$ cat config.mk
export PLATFORM = sky130hd
export DESIGN_NAME = slip_frame_receiver_top_flat
export DESIGN_NICKNAME = d
export VERILOG_FILES = /design/src/hdl/sfr_pkg.sv /design/src/hdl/sfr_req_if.sv /design/src/hdl/sfr_rsp_if.sv /design/src/hdl/sfr_csr_if.sv /design/src/hdl/slip_frame_receiver_top.sv /design/src/flat_wrapper.sv
export SDC_FILE = /design/constraint.sdc
export NUM_CORES = 1
export LEC_CHECK = 0
export BUFFER_PORTS_ARGS = -buffer_cell sky130_fd_sc_hd__buf_2
export CAP_MARGIN = 15
export CORE_MARGIN = 2
export CORE_UTILIZATION = 52
export DETAILED_ROUTE_END_ITERATION = 8
export GPL_TIMING_DRIVEN = 0
export PLACE_DENSITY_LB_ADDON = 0.08
export SYNTH_ARGS = -nofsm -noshare
export SYNTH_HDL_FRONTEND = slang
export SYNTH_SLANG_ARGS = --single-unit
$ cat constraint.sdc
create_clock -name clock -period 3.41 [get_ports clock]
set_input_delay 0.8525 -clock clock [delete_from_list [all_inputs] [get_ports clock]]
set_output_delay 0.8525 -clock clock [all_outputs]
set_load 0.01 [all_outputs]
$ cat src/hdl/sfr_pkg.sv
// Shared constants and types for the SLIP frame receiver.
// No dependencies; every other file imports it.
`timescale 1ns / 1ps

package sfr_pkg;

   localparam int unsigned BYTE_W = 8;
   localparam int unsigned KIND_W = 2;
   localparam int unsigned LEN_W  = 16;

   localparam logic [BYTE_W-1:0] END_CODE     = 8'hC0;
   localparam logic [BYTE_W-1:0] ESC_CODE     = 8'hDB;
   localparam logic [BYTE_W-1:0] ESC_END_CODE = 8'hDC;
   localparam logic [BYTE_W-1:0] ESC_ESC_CODE = 8'hDD;

   localparam logic [KIND_W-1:0] KIND_DATA        = 2'd0;
   localparam logic [KIND_W-1:0] KIND_END_GOOD    = 2'd1;
   localparam logic [KIND_W-1:0] KIND_END_DROPPED = 2'd2;

   localparam logic [LEN_W-1:0] MAX_LEN_RESET = 16'd256;
   localparam logic [LEN_W-1:0] COUNT_MAX     = {LEN_W{1'b1}};

   typedef struct packed {
      logic [BYTE_W-1:0] out_byte;
      logic [KIND_W-1:0] kind;
   } rsp_beat_type;

endpackage

$ cat src/hdl/sfr_req_if.sv
// Input channel of the SLIP frame receiver: one raw serial byte per beat.
// Depends on sfr_pkg.
`timescale 1ns / 1ps

interface sfr_req_if import sfr_pkg::*; ();
   logic              valid;
   logic              ready;
   logic [BYTE_W-1:0] rx_byte;

   modport source (output valid, output rx_byte, input ready);
   modport sink   (input valid, input rx_byte, output ready);
endinterface

$ cat src/hdl/sfr_rsp_if.sv
// Result channel of the SLIP frame receiver: decoded byte or end marker per beat.
// Depends on sfr_pkg.
`timescale 1ns / 1ps

interface sfr_rsp_if import sfr_pkg::*; ();
   logic              valid;
   logic              ready;
   logic [BYTE_W-1:0] out_byte;
   logic [KIND_W-1:0] kind;

   modport source (output valid, output out_byte, output kind, input ready);
   modport sink   (input valid, input out_byte, input kind, output ready);
endinterface

$ cat src/hdl/sfr_csr_if.sv
// Configuration write channel of the SLIP frame receiver (max_len register).
// Depends on sfr_pkg.
`timescale 1ns / 1ps

interface sfr_csr_if import sfr_pkg::*; ();
   logic             valid;
   logic             ready;
   logic [LEN_W-1:0] max_len;

   modport source (output valid, output max_len, input ready);
   modport sink   (input valid, input max_len, output ready);
endinterface

$ cat src/hdl/slip_frame_receiver_top.sv
// SLIP frame receiver: strips escapes, marks packet ends, drops oversize packets.
// Depends on sfr_pkg, sfr_req_if, sfr_rsp_if and sfr_csr_if.
`timescale 1ns / 1ps

// Usage
//   req_chan: one raw byte off the serial line per beat.
//   rsp_chan: zero or one result per input beat, in order. kind KIND_DATA carries a
//     decoded byte; KIND_END_GOOD / KIND_END_DROPPED close a packet. Empty packets
//     (END END) and escape introducers give no beat; once a packet's raw length
//     passes max_len its remaining bytes give none and its END reports dropped.
//   csr_chan: writes max_len; always ready. Write it only while the block is idle.
// Throughput
//   One input beat per cycle while req_chan.ready is high. Results are registered
//   (in the skid slot while the output register holds an unread result). The
//   escape / count state is updated in the accept cycle, so the next byte can follow at once.
// Stall behavior
//   Results land in an output register backed by a one-entry skid register, so an
//   input beat is still taken while a result waits. req_chan.ready drops only when
//   both are full, and rises again the cycle after the receiver takes a beat.
// Reset
//   Synchronous, active high: clears escape state, raw count, overflow flag, both
//   output slots, and loads max_len with 256.

module slip_frame_receiver_top import sfr_pkg::*; (
   input logic        clock,
   input logic        reset,
   sfr_req_if.sink    req_chan,
   sfr_rsp_if.source  rsp_chan,
   sfr_csr_if.sink    csr_chan
);

   // decoder state
   logic [LEN_W-1:0] max_len_ff;
   logic             esc_pend_ff, esc_pend_in;
   logic [LEN_W-1:0] raw_count_ff, raw_count_in;
   logic             ovf_ff, ovf_in;

   // output register and skid slot
   rsp_beat_type main_ff, skid_ff;
   logic         main_vld_ff, skid_vld_ff;

   logic         accept;
   logic         pop;
   logic         res_vld;
   rsp_beat_type res;
   logic [LEN_W:0] count_next;

   assign req_chan.ready = !skid_vld_ff;
   assign csr_chan.ready = 1'b1;
   assign accept         = req_chan.valid && req_chan.ready;
   assign pop            = main_vld_ff && rsp_chan.ready;

   assign rsp_chan.valid    = main_vld_ff;
   assign rsp_chan.out_byte = main_ff.out_byte;
   assign rsp_chan.kind     = main_ff.kind;

   assign count_next = {1'b0, raw_count_ff} + {{LEN_W{1'b0}}, 1'b1};

   // Decode one byte against the current state.
   always_comb begin
      esc_pend_in  = esc_pend_ff;
      raw_count_in = raw_count_ff;
      ovf_in       = ovf_ff;
      res_vld      = 1'b0;
      res.out_byte = '0;
      res.kind     = KIND_DATA;
      if (req_chan.rx_byte == END_CODE) begin
         // close the packet; an empty one gives nothing, a dangling escape is lost
         res_vld      = (raw_count_ff != '0);
         res.kind     = ovf_ff ? KIND_END_DROPPED : KIND_END_GOOD;
         esc_pend_in  = 1'b0;
         raw_count_in = '0;
         ovf_in       = 1'b0;
      end else begin
         raw_count_in = count_next[LEN_W] ? COUNT_MAX : count_next[LEN_W-1:0];
         ovf_in       = ovf_ff || (count_next > {1'b0, max_len_ff});
         if (!ovf_in) begin
            if (esc_pend_ff) begin
               // any partner other than ESC_END yields ESC and is itself dropped
               esc_pend_in  = 1'b0;
               res_vld      = 1'b1;
               res.out_byte = (req_chan.rx_byte == ESC_END_CODE) ? END_CODE : ESC_CODE;
            end else if (req_chan.rx_byte == ESC_CODE) begin
               esc_pend_in = 1'b1;
            end else begin
               res_vld      = 1'b1;
               res.out_byte = req_chan.rx_byte;
            end
         end
      end
   end

   // Advance decoder state on each accepted beat; take register writes.
   always_ff @(posedge clock) begin
      if (reset) begin
         max_len_ff   <= MAX_LEN_RESET;
         esc_pend_ff  <= 1'b0;
         raw_count_ff <= '0;
         ovf_ff       <= 1'b0;
      end else begin
         if (csr_chan.valid && csr_chan.ready) begin
            max_len_ff <= csr_chan.max_len;
         end
         if (accept) begin
            esc_pend_ff  <= esc_pend_in;
            raw_count_ff <= raw_count_in;
            ovf_ff       <= ovf_in;
         end
      end
   end

   // Output register with skid: refill main from skid on a pop, else park new
   // results in main when free, else in skid.
   always_ff @(posedge clock) begin
      if (reset) begin
         main_vld_ff <= 1'b0;
         skid_vld_ff <= 1'b0;
      end else if (pop) begin
         if (skid_vld_ff) begin
            main_ff     <= skid_ff;
            skid_vld_ff <= 1'b0;
         end else if (accept && res_vld) begin
            main_ff <= res;
         end else begin
            main_vld_ff <= 1'b0;
         end
      end else if (accept && res_vld) begin
         if (!main_vld_ff) begin
            main_ff     <= res;
            main_vld_ff <= 1'b1;
         end else begin
            skid_ff     <= res;
            skid_vld_ff <= 1'b1;
         end
      end
   end

endmodule
$ cat src/flat_wrapper.sv
// flat-port wrapper written by rule: the top's interface ports become plain ports
module slip_frame_receiver_top_flat import sfr_pkg::*;
  (clock, reset, req_chan_valid, req_chan_rx_byte, req_chan_ready, rsp_chan_valid, rsp_chan_out_byte, rsp_chan_kind, rsp_chan_ready, csr_chan_valid, csr_chan_max_len, csr_chan_ready);
  sfr_req_if req_chan_i ();
  sfr_rsp_if rsp_chan_i ();
  sfr_csr_if csr_chan_i ();
  input logic clock;
  input logic reset;
  input wire logic [$bits(req_chan_i.valid)-1:0] req_chan_valid;
  input wire logic [$bits(req_chan_i.rx_byte)-1:0] req_chan_rx_byte;
  output wire logic [$bits(req_chan_i.ready)-1:0] req_chan_ready;
  output wire logic [$bits(rsp_chan_i.valid)-1:0] rsp_chan_valid;
  output wire logic [$bits(rsp_chan_i.out_byte)-1:0] rsp_chan_out_byte;
  output wire logic [$bits(rsp_chan_i.kind)-1:0] rsp_chan_kind;
  input wire logic [$bits(rsp_chan_i.ready)-1:0] rsp_chan_ready;
  input wire logic [$bits(csr_chan_i.valid)-1:0] csr_chan_valid;
  input wire logic [$bits(csr_chan_i.max_len)-1:0] csr_chan_max_len;
  output wire logic [$bits(csr_chan_i.ready)-1:0] csr_chan_ready;
  assign req_chan_i.valid = req_chan_valid;
  assign req_chan_i.rx_byte = req_chan_rx_byte;
  assign req_chan_ready = req_chan_i.ready;
  assign rsp_chan_valid = rsp_chan_i.valid;
  assign rsp_chan_out_byte = rsp_chan_i.out_byte;
  assign rsp_chan_kind = rsp_chan_i.kind;
  assign rsp_chan_i.ready = rsp_chan_ready;
  assign csr_chan_i.valid = csr_chan_valid;
  assign csr_chan_i.max_len = csr_chan_max_len;
  assign csr_chan_ready = csr_chan_i.ready;
  slip_frame_receiver_top u_core (.clock(clock), .reset(reset), .req_chan(req_chan_i), .rsp_chan(rsp_chan_i), .csr_chan(csr_chan_i));
endmodule
Word-level counts from Yosys, hierarchy flattened
Index checks and enable logic that the tools add are counted.

word-level totals
  flip-flop bits (word level) = 56
  bits of input ports = 29
  output and inout port bits = 13
  word-level logic and storage cells = 62

operators by class
  $add $sub $neg = 1
  $lt $le $gt $ge = 1
  equal/unequal tests = 7
  muxes and demuxes = 27
  bitwise operators = 2
  reductions and logical operators = 14

operators with widths
  operator                                                          count
  10-bit two-way mux                                                5
  16-bit two-way mux                                                2
  8-bit two-way mux                                                 4
  8-bit == test (second input constant)                             3
  16-bit by 1-bit adder with 17-bit output (second input constant)  1
  17-bit by 16-bit greater-than comparator with 1-bit output        1
  16-bit nonzero test                                               1
  1-bit two-way mux                                                 13
  4-bit AND reduction                                               2
  2-bit != test (second input constant)                             3
  5-bit two-way mux                                                 1
  2-bit two-way mux                                                 2
  2-bit AND reduction                                               2
  2-bit nonzero test                                                2
  1-bit logical AND                                                 3
  3-bit AND reduction                                               1
  2-bit by 1-bit != test with 1-bit output (second input constant)  1
  1-bit NOT                                                         2
  2-bit OR reduction                                                1
  1-bit zero test                                                   1
  1-bit logical OR                                                  1

Depth between registers and ports, before layout
  word-level depth = 9
  gate-level depth with buffers = 12
  gate-level depth less buffers = 12

Worst setup path after synthesis
No wires, ideal clock.

  kind = reg2reg
  start point = reg u_core.raw_count_ff[0]
  end point = reg u_core.main_ff (netlist bit u_core.rsp_chan.kind[0]) (enable)
  setup time = 0.378 ns
  data arrival time = 3.120 ns
  data required time = 3.032 ns
  slack = -0.088 ns
  cell stages (with the launch flop) = 13
  path buffers = 0
  clock period less this slack = 3.498 ns
  cell sequence = dfxtp_1 -> ha_1 -> nand3_1 -> nor4_1 -> and3_1 -> xor2_1 -> ha_1 -> nand3_1 -> o221ai_1 -> nor3_1 -> a211o_1 -> a21oi_2 -> o21ai_1

between the ends
  cells in the longest elaborated chain, start to end = 8
  elaborated cells on any way between the ends = 10
  those cells by class = 1 x add/sub; 1 x order compare; 2 x mux; 6 x reduce/logical

ends and longest elaborated chain
  item                                                        RTL line                                                        text
  start, declared                                             slip_frame_receiver_top.sv:35                                   logic [LEN_W-1:0] raw_count_ff, raw_count_in;
  start signal, assigned                                      slip_frame_receiver_top.sv:106                                  raw_count_ff <= raw_count_in;
  16-bit by 1-bit adder with 17-bit output                    slip_frame_receiver_top.sv:57                                   assign count_next = {1'b0, raw_count_ff} + {{LEN_W{1'b0}}, 1'b1};
  17-bit by 16-bit greater-than comparator with 1-bit output  slip_frame_receiver_top.sv:76                                   ovf_in = ovf_ff || (count_next > {1'b0, max_len_ff});
  1-bit logical OR                                            slip_frame_receiver_top.sv:76
  1-bit two-way mux                                           slip_frame_receiver_top.sv:77                                   if (!ovf_in) begin
  1-bit two-way mux *                                         slip_frame_receiver_top.sv:67                                   if (req_chan.rx_byte == END_CODE) begin
  1-bit logical AND *                                         slip_frame_receiver_top.sv:122, slip_frame_receiver_top.sv:127
  2-bit nonzero test (no line)                                --
  4-bit AND reduction (no line) *                             --
  end signal, assigned                                        slip_frame_receiver_top.sv:120                                  main_ff <= skid_ff;
  end signal, assigned                                        slip_frame_receiver_top.sv:123                                  main_ff <= res;
  end signal, assigned                                        slip_frame_receiver_top.sv:129                                  main_ff <= res;
  end, declared                                               slip_frame_receiver_top.sv:39                                   rsp_beat_type main_ff, skid_ff;

Every way passes the cells marked *; elsewhere a longest branch is shown, timed or not.
A chain may end at the register's enable or synchronous reset.

Worst setup path after layout
  start point = reg u_core.raw_count_ff[1]
  end point = reg u_core.main_ff (netlist bit u_core.rsp_chan.out_byte[6]) (enable)

Same word-level chain as after synthesis.

==> impl_metrics.py <==
metrics = {
    "status": {
        "status": "completed",
    },
    "final_layout": {
        "fin_nets": 462,
        "diodes": 0,
        "final_common_cell": "nor2_1",
        "layout-drive-gt1-share_pct": 24.0,
        "final_cell_mix": "nor2_1, buf_2, dfxtp_1, a21oi_1, nand2_1",
        "final_cells": 491,
        "areaGrowthSynthToFinish_pct": 20.8,
    },
    "worst_hold_path": {
        "min_path_cells": 2,
        "hp-class": "flip-flop to flip-flop",
        "hold-path-endpoint": "u_core.max_len_ff[8]$_SDFFE_PP1P_",
        "worstHoldStart": "u_core.max_len_ff[8]$_SDFFE_PP1P_",
    },
    "clocking": {
        "clock_latency_ns": 0.31,
        "htree_levels": 2,
        "clkSlewWorstSetupHoldPaths_ns": 0.10,
        "tritoncts": "built",
        "clockRootBuffer": "clkbuf_8",
        "clock-sinks": 56,
        "cts_buffers": 5,
        "clock_path_buffers": 2,
    },
    "synth": {
        "synth_edf_count": 20,
        "yosysTopAreaCellShare_pct": 22.3,
        "synth_area_leaders": "dfxtp_1, edfxtp_1, ha_1",
        "async_reset_ff_share_pct": 0,
        "synthCells": 360,
        "ys_types": 60,
        "avgSynthCellArea_um2": 8.96,
        "synth_flop_cell": "dfxtp_1",
        "yosysTopAreaCell": "dfxtp_1",
        "ys_seq_area_share_pct": 41.0,
        "syn_area_um2": 3230,
        "yosys_warnings": 0,
        "synth_nets": 407,
        "synth_seq_cells": 56,
    },
    "die": {
        "initial_core_util_pct": 54.2,
        "dieHeight_um": 82.8,
        "pin_count": 42,
        "rows": 28,
        "dieArea_um2": 6850,
        "die_w_um": 82.8,
        "fp.coreArea_um2": 5960,
    },
    "global_routing": {
        "grt_overflow": 0,
        "grt_pass1_wl_mm": 11.5,
        "track_usage_pct": 22.0,
        "grt_max_degree": 17,
        "antenna_found_initial": 0,
        "grt_pass1_vias": 2404,
    },
    "power_and_ir_drop": {
        "internal_power_mw": 1.02,
        "clkPwrFrac_pct": 32.0,
        "combPwrFrac_pct": 13.9,
        "swShare_pct": 25.1,
        "power.leakage_nw": 1.69,
        "finalPower_mw": 1.36,
        "p_seq_share_pct": 54.1,
        "p_switching_mw": 0.341,
        "max-vdd-ir-drop_v": 0.000167,
        "powerDensity_nw_per_um2": 349,
    },
    "detailed_routing": {
        "wirelength_mm": 7.27,
        "met1Wirelength_mm": 3.53,
        "wl_met3_um": 326,
        "routedWlPerCell_um": 14.8,
        "dr.max_layer_used": "met4",
        "ant_nets": 0,
        "post-route-drc-count": 0,
        "first_pass_iters": 4,
        "vias_per_cell": 5.60,
        "routed-wl-met2_mm": 3.34,
        "vias": 2749,
        "drt-initial-drc-count": 161,
    },
    "sta": {
        "max_freq_ghz": 0.303,
        "maxSlewHeadroom_pct": 55.7,
        "fin_crit_ns": 3.30,
        "hold_viol_final": 0,
        "fin_crit_sh_pct": 96.8,
        "worst_slew_pin_slew_ns": 0.660,
        "skew_ns": 0.00958,
        "holdWs_ns": 0.491,
        "finalSetupViolCount": 0,
        "drv_slew": 0,
    },
    "setup_path": {
        "crit_type": "flip-flop to flip-flop",
        "cp_max_fo": 10,
        "critPathRequiredTime_ns": 3.49,
        "end_kind": "flip-flop",
        "reg2reg_slack_ns": 0.11,
        "reg2reg_from": "u_core.raw_count_ff[1]$_SDFFE_PP0P_",
        "cp_slowest_cell": "dfxtp_1",
        "cp-start-kind": "flip-flop",
        "crit_chain": "nand4_1 -> nor4_4 -> buf_4 -> nand3_1 -> xnor2_2 -> ha_1 -> nand3_2 -> nor3_2 -> nor3_1 -> a211o_4 -> a21oi_4 -> o21ai_4 -> buf_12",
        "rr_worst_depth": 13,
        "reg2reg_to": "u_core.rsp_chan.out_byte[6]$_DFFE_PP_",
        "cp_slowest_stage_delay_ns": 0.46,
        "cp.arrival_ns": 3.38,
    },
    "place": {
        "gp_congestion": 0.863,
        "port_buffers": 39,
        "place_hpwl_mm": 5.23,
        "dp.cells": 474,
    },
    "flow_run": {
        "drv_cap": 0,
    },
}
==> layer usage <==
layer,up-vias,GRT usage (%)
met2,67,32.8
met3,9,3.48
met5,-,0
met1,1275,32.9
li1,1398,-
met4,0,6.07
==> Yosys cell counts (9+ instances only) <==
| cell type | instances |
|---|---|
| edfxtp_1 | 20 |
| nand3_1 | 16 |
| ha_1 | 18 |
| mux2i_1 | 15 |
| inv_1 | 25 |
| clkbuf_1 | 11 |
| nor2_1 | 43 |
| and3_1 | 10 |
| nor3_1 | 12 |
| o31ai_1 | 9 |
| nand2_1 | 27 |
| dfxtp_1 | 36 |
| a21oi_1 | 30 |
==> final cells by class <==
type	instances	area (um2)
Tap cell	75	93.8
Sequential cell	56	1330
Inverter	25	93.8
Buffer	18	95.1
Clock inverter	2	35.0
Timing Repair Buffer	49	308
Fill cell	526	2060
Clock buffer	6	72.6
Multi-Input combinational cell	260	1870
==> power by group through the flow <==
stage	Sequential (mW)	Combinational [mW]	Clock (mW)
floorplan	0.753	0.105	0
global placement	0.750	0.164	0
detailed placement	0.751	0.169	0
CTS	0.736	0.182	0.441
global route	0.741	0.213	0.467
finish	0.736	0.189	0.435
==> through the flow <==
| step | setup slack (ns) | util, % | area, um2 | TNS (ns) |
|---|---|---|---|---|
| global placement | -0.531 | 59.1 | 3520 | -13.66 |
| floorplan | 0.0923 | - | 3230 | 0 |
| global route | -0.0164 | 65.4 | 3890 | -0.123 |
| CTS | 0.0317 | 62.9 | 3740 | 0 |
| finish | 0.109 | 65.4 | 3890 | 0 |
| detailed placement | -0.607 | 59.1 | 3520 | -16.47 |
==> sequential cells by signal, indices dropped and copies added, names as in the netlist <==
| signal | count |
|---|---|
| u_core.esc_pend_ff | 1 |
| u_core.max_len_ff | 16 |
| u_core.ovf_ff | 1 |
| u_core.raw_count_ff | 16 |
| u_core.rsp_chan.kind | 2 |
| u_core.rsp_chan.out_byte | 8 |
| u_core.rsp_chan.valid | 1 |
| u_core.skid_ff | 10 |
| u_core.skid_vld_ff | 1 |
==> cells by family after synthesis <==
group / synth area share [%]
other cells: 0.116
xor+xnor: 3.80
compound gates: 13.8
mux: 5.00
simple gates: 23.7
buf+inv: 5.62
flops: 41.0
fa+ha+maj: 6.98
==> worst max-delay path by stage <==
stage,start,to,depth (start not counted),slack (ns)
final,u_core.raw_count_ff[1]$_SDFFE_PP0P_,u_core.rsp_chan.out_byte[6]$_DFFE_PP_,13,0.11
after global routing,u_core.raw_count_ff[1]$_SDFFE_PP0P_,u_core.rsp_chan.out_byte[0]$_DFFE_PP_,13,-0.02
after CTS,u_core.raw_count_ff[5]$_SDFFE_PP0P_,u_core.rsp_chan.out_byte[1]$_DFFE_PP_,12,0.03
after detailed placement,u_core.raw_count_ff[0]$_SDFFE_PP0P_,u_core.rsp_chan.out_byte[6]$_DFFE_PP_,12,-0.61
after global placement,u_core.raw_count_ff[0]$_SDFFE_PP0P_,u_core.rsp_chan.out_byte[7]$_DFFE_PP_,12,-0.53
after floorplan,u_core.raw_count_ff[0]$_SDFFE_PP0P_,u_core.rsp_chan.kind[0]$_DFFE_PP_,12,0.09
==> worst max-delay path: cells and delay by family (launching register included) <==
kind                     cells  cell delay [ns]
XOR/XNOR                     1             0.19
AND/OR/NAND/NOR              6             1.14
adder cells (fa/ha/maj)      1             0.29
flip-flops                   1             0.46
buffers and inverters        2             0.32
AO/OA/AOI/OAI                3             0.66
==> timing repair <==
item / in CTS / in global routing
pin swaps: 4 / 6
hold buffers: 0 / 0
buffers inserted: 4 / 6
setup endpoints to repair: 40 / 40
gates resized for setup: 11 / 24
Note: power is estimated with default switching activity, not from simulation.
